<file path="src/design/xtea_pkg.sv">
// ----------------------------------------------------------------------------
// XTEA package
// Shared types, constants and the word mixing function of the cipher chain.
// ----------------------------------------------------------------------------
package xtea_pkg;

    localparam logic [31:0] XTEA_DELTA = 32'h9E37_79B9;

    // Configuration register indexes
    localparam logic [1:0] CFG_KEY_0 = 2'd0;
    localparam logic [1:0] CFG_KEY_1 = 2'd1;
    localparam logic [1:0] CFG_KEY_2 = 2'd2;
    localparam logic [1:0] CFG_KEY_3 = 2'd3;

    // Operation codes
    localparam logic CMD_ENCRYPT = 1'b0;
    localparam logic CMD_DECRYPT = 1'b1;

    typedef logic [3:0][31:0] t_key;

    // Control carried alongside each block through the chain
    typedef struct packed {
        logic vld;
        logic cmd;
        logic last;
    } t_ctl;

    function automatic logic [31:0] mix_word(input logic [31:0] w);
        return ((w << 4) ^ (w >> 5)) + w;
    endfunction

endpackage

</file>
<file path="src/design/xtea_cell.sv">
// ----------------------------------------------------------------------------
// XTEA cell
// One half-cycle of XTEA: updates one word of the block from the other and
// registers the pair. Round constants follow from the cell's place in the row.
// ----------------------------------------------------------------------------
module xtea_cell
    import xtea_pkg::*;
#(
    parameter int STEP        = 0,
    parameter int CYCLE_COUNT = 32
) (
    input  logic        i_clk,
    input  logic        i_rst_n,
    input  logic        i_en,
    input  t_key        i_key,
    input  t_ctl        i_ctl,
    input  logic [31:0] i_hi,
    input  logic [31:0] i_lo,
    output t_ctl        o_ctl,
    output logic [31:0] o_hi,
    output logic [31:0] o_lo
);

    localparam int   HALF  = STEP / 2;
    localparam logic EVEN  = ((STEP % 2) == 0);
    localparam int   ENC_K = EVEN ? HALF : HALF + 1;
    localparam int   DEC_K = EVEN ? CYCLE_COUNT - HALF : CYCLE_COUNT - 1 - HALF;

    localparam logic [31:0] ENC_SUM = 32'(64'(XTEA_DELTA) * 64'(ENC_K));
    localparam logic [31:0] DEC_SUM = 32'(64'(XTEA_DELTA) * 64'(DEC_K));
    localparam logic [1:0]  ENC_IDX = EVEN ? ENC_SUM[1:0] : ENC_SUM[12:11];
    localparam logic [1:0]  DEC_IDX = EVEN ? DEC_SUM[12:11] : DEC_SUM[1:0];

    t_ctl        r_ctl;
    logic [31:0] r_hi;
    logic [31:0] r_lo;
    t_ctl        n_ctl;
    logic [31:0] n_hi;
    logic [31:0] n_lo;

    logic        dec;
    logic        upd_hi;
    logic [31:0] src;
    logic [31:0] tgt;
    logic [31:0] ks;
    logic [31:0] tweak;
    logic [31:0] upd;

    always_comb begin
        dec    = (i_ctl.cmd == CMD_DECRYPT);
        // encrypt even and decrypt odd steps update the high word
        upd_hi = (EVEN != dec);
        src    = upd_hi ? i_lo : i_hi;
        tgt    = upd_hi ? i_hi : i_lo;
        ks     = dec ? (DEC_SUM + i_key[DEC_IDX]) : (ENC_SUM + i_key[ENC_IDX]);
        tweak  = mix_word(src) ^ ks;
        upd    = dec ? (tgt - tweak) : (tgt + tweak);
        n_ctl  = i_ctl;
        n_hi   = upd_hi ? upd : i_hi;
        n_lo   = upd_hi ? i_lo : upd;
    end

    always_ff @(posedge i_clk) begin
        if (!i_rst_n) begin
            r_ctl <= '0;
        end else if (i_en) begin
            r_ctl <= n_ctl;
        end
    end

    always_ff @(posedge i_clk) begin
        if (i_en) begin
            r_hi <= n_hi;
            r_lo <= n_lo;
        end
    end

    assign o_ctl = r_ctl;
    assign o_hi  = r_hi;
    assign o_lo  = r_lo;

endmodule

</file>
<file path="config.mk">
export PLATFORM = sky130hd
export DESIGN_NAME = xtea_cell
export DESIGN_NICKNAME = d
export VERILOG_FILES = /design/src/design/xtea_pkg.sv /design/src/design/xtea_cell.sv
export SDC_FILE = /design/constraint.sdc
export NUM_CORES = 1
export LEC_CHECK = 0
export ABC_AREA = 1
export BUFFER_PORTS_ARGS = -buffer_cell sky130_fd_sc_hd__buf_2
export CORE_UTILIZATION = 49
export DETAILED_ROUTE_END_ITERATION = 10
export PLACE_DENSITY = 0.76
export SYNTH_ARGS = -nofsm -noshare
export SYNTH_HDL_FRONTEND = slang
export SYNTH_SLANG_ARGS = --single-unit
</file>
<file path="constraint.sdc">
create_clock -name i_clk -period 8.6 [get_ports i_clk]
set_input_delay 1.29 -clock i_clk [delete_from_list [all_inputs] [get_ports i_clk]]
set_output_delay 1.29 -clock i_clk [all_outputs]
set_load 0.01 [all_outputs]
</file>
==> impl_metrics.yaml <==
logic_synthesis:
  yosysWarnings: 0
  synth_ff_type: "edfxtp_1"
  ys_types: 55
  ys_ff_latch: 67
  ys_async_sr_fraction: 0
  yosysTopAreaCell: "nand2_1"
  synth_top_area_share: 0.226
  syn_avg_cell_area_um2: 6.10
  synth_area_mm2: 0.00989
  synth_edf_count: 64
  ys_seq_area_frac: 0.200
  syn_nets: 1886
  yosys.cell_count.top_type: "nand2_1"
  synthCells: 1621
  synth.area.top_cells: "nand2_1 (23%), edfxtp_1 (19%), ha_1 (8.2%)"
  synthTopCellsByCount: "nand2_1 (595), inv_1 (176), nand3_1 (144)"
cts:
  cts-root-buf: "clkbuf_16"
  cts_buffer_depth: 2
  numCtsBuffers: 9
  clkSinkCount: 67
  post_cts_buffers: 0
  cts_tree: "done"
  htree_levels: 3
  ctsResizeCount: 0
  clkSlewWorstSetupHoldPaths_ps: 60
  clock_latency_ps: 330
  cts_hold_buf: 0
sta:
  fin_setup_tns_ps: 0
  tightest_slew_ps: 834
  finalCritPeriodShare: 0.831
  rsz0062_at_grt: "no"
  fin_skew_ps: 0
  fmax_mhz: 140
  slew_headroom: 0.444
  setup_violations: 0
  fin_crit_ps: 7150
  drv_slew: 0
  hold_viol: 0
placed_design:
  io_buffer_count: 200
  gp_routability_congestion: 0.964
  hpwl_um: 24200
cells_and_area:
  diodes: 0
  final_core_util: 0.580
  drive_gt1_frac: 0.165
  nets: 2067
  area_growth_pct: 14.9
die:
  ioPinCount: 265
  dieArea_mm2: 0.0207
  fp.dieH_um: 144
  die_x_um: 144
  initial_core_util: 0.505
  rows: 51
  core_area_mm2: 0.0196
worst_hold_path:
  min_from: "o_ctl[2]"
  min_path_type: "register to register"
  hold_depth: 2
global_routing:
  grt_first_pass_wirelength_um: 45200
  overflow: 0
  antenna_found_initial: 0
  grt_util_all_layers: 0.278
  grt_start_max_net_pins: 72
  grt_pass1_vias: 9630
drt:
  drt-total-wl_um: 28900
  first_pass_iters: 6
  viasPerCell: 5.34
  avgRoutedWirePerCell_um: 13.9
  drt_drc_violations_left: 0
  drt_iter0_drc: 951
  ant_nets: 0
  via_count: 11100
setup_path:
  critical_path_buf_inv_count: 6
  cp_slowest_stage_delay_ps: 610
  critical_path.slowest_cell: "buf_4"
  crit_top_cell: "nand2_1"
  critPathLaunch: "i_ctl[1]"
  path_depth: 39
  crit_fanout: 64
  timing.rr.start: "o_ctl[1]"
  critPathRequiredTime_ps: 8690
  cpLargestDelayFamily: "simple AND/OR/NAND/NOR gates"
  arrival_ps: 7240
  start_kind: "input pin"
  critPathKind: "input pin to register"
  end_kind: "register"
  timing.reg2reg.worst_path_depth: 2
status:
  status: "completed"
pwr:
  vdd_ir_drop_max_v: 0.000103
  power.leakage_nw: 6.09
  power_density_mw_per_mm2: 208
run:
  max-cap-violations: 0
[through the flow]
step / setup slack, ps / power [mW] / hold WS [ps] / cell area, um2 / std cells
floorplan: 1770 / 1.62 / 533 / 9890 / 1621
global placement: 1350 / 1.98 / 473 / 11100 / 2056
detailed placement: 1200 / 2.02 / 495 / 11100 / 2056
CTS: 1520 / 2.35 / 506 / 11400 / 2072
global route: 717 / 2.59 / 524 / 11400 / 2072
finish: 1450 / 2.36 / 501 / 11400 / 2072
[sequential cells by signal (all words and copies together), names as in the netlist]
| signal | cells |
|---|---|
| o_ctl | 3 |
| o_lo | 32 |
| o_hi | 32 |
[worst reg2reg max path, stage by stage (launching register included)]
cell,delay (ps)
dfxtp_1,300
o21ai_0,190
a21oi_1,70
[per-layer routing]
layer / track usage / share of wire / wire (um) / vias to the layer above
met1: 0.390 / 0.46 / 13300 / 4856
met2: 0.443 / 0.44 / 12600 / 470
met5: 0 / 0 / 0 / -
met3: 0.0265 / 0.075 / 2180 / 60
met4: 0.100 / 0.028 / 811 / 0
li1: - / - / - / 5675
[logic make-up after synthesis]
kind of cell | Yosys count | share of synthesized area
AND/OR/NAND/NOR | 967 | 0.432
AO/OA/AOI/OAI | 226 | 0.126
buffers and inverters | 216 | 0.0863
XOR/XNOR | 77 | 0.0682
adder cells (fa/ha/maj) | 67 | 0.0863
flip-flops | 67 | 0.200
multiplexers | 1 | 0.00101
[power breakdown]
group	switching (mW)	total, mW	internal [mW]
registers	0.0179	0.497	0.479
logic	0.992	1.54	0.551
clock network	0.130	0.321	0.192
[layout by cell type (no fill, tap or decap), types with 55 or more instances in the layout]
cell	n
a21oi_1	73
ha_1	65
edfxtp_1	64
inv_1	176
buf_2	199
nand2_1	595
nor2_1	97
nand3_1	144
xor2_1	55
o21ai_0	108
[area by class of cell]
class	instances	area, um2
multi-input cells	1338	7050
clock buffers	10	229
well taps	265	332
fillers	1912	8230
repair buffers	204	1050
inverters	182	686
clock inverters	6	32.5
flip-flops and latches	67	1980
[final timing paths]
| kind | endpoint | slack (ps) |
|---|---|---|
| min | o_ctl[2] | 500 |
| max | o_hi[31] | 1450 |
| max reg2reg | o_ctl[1] | 7890 |
| min reg2reg | o_ctl[2] | 500 |
Power figures use the tool's default switching activity.
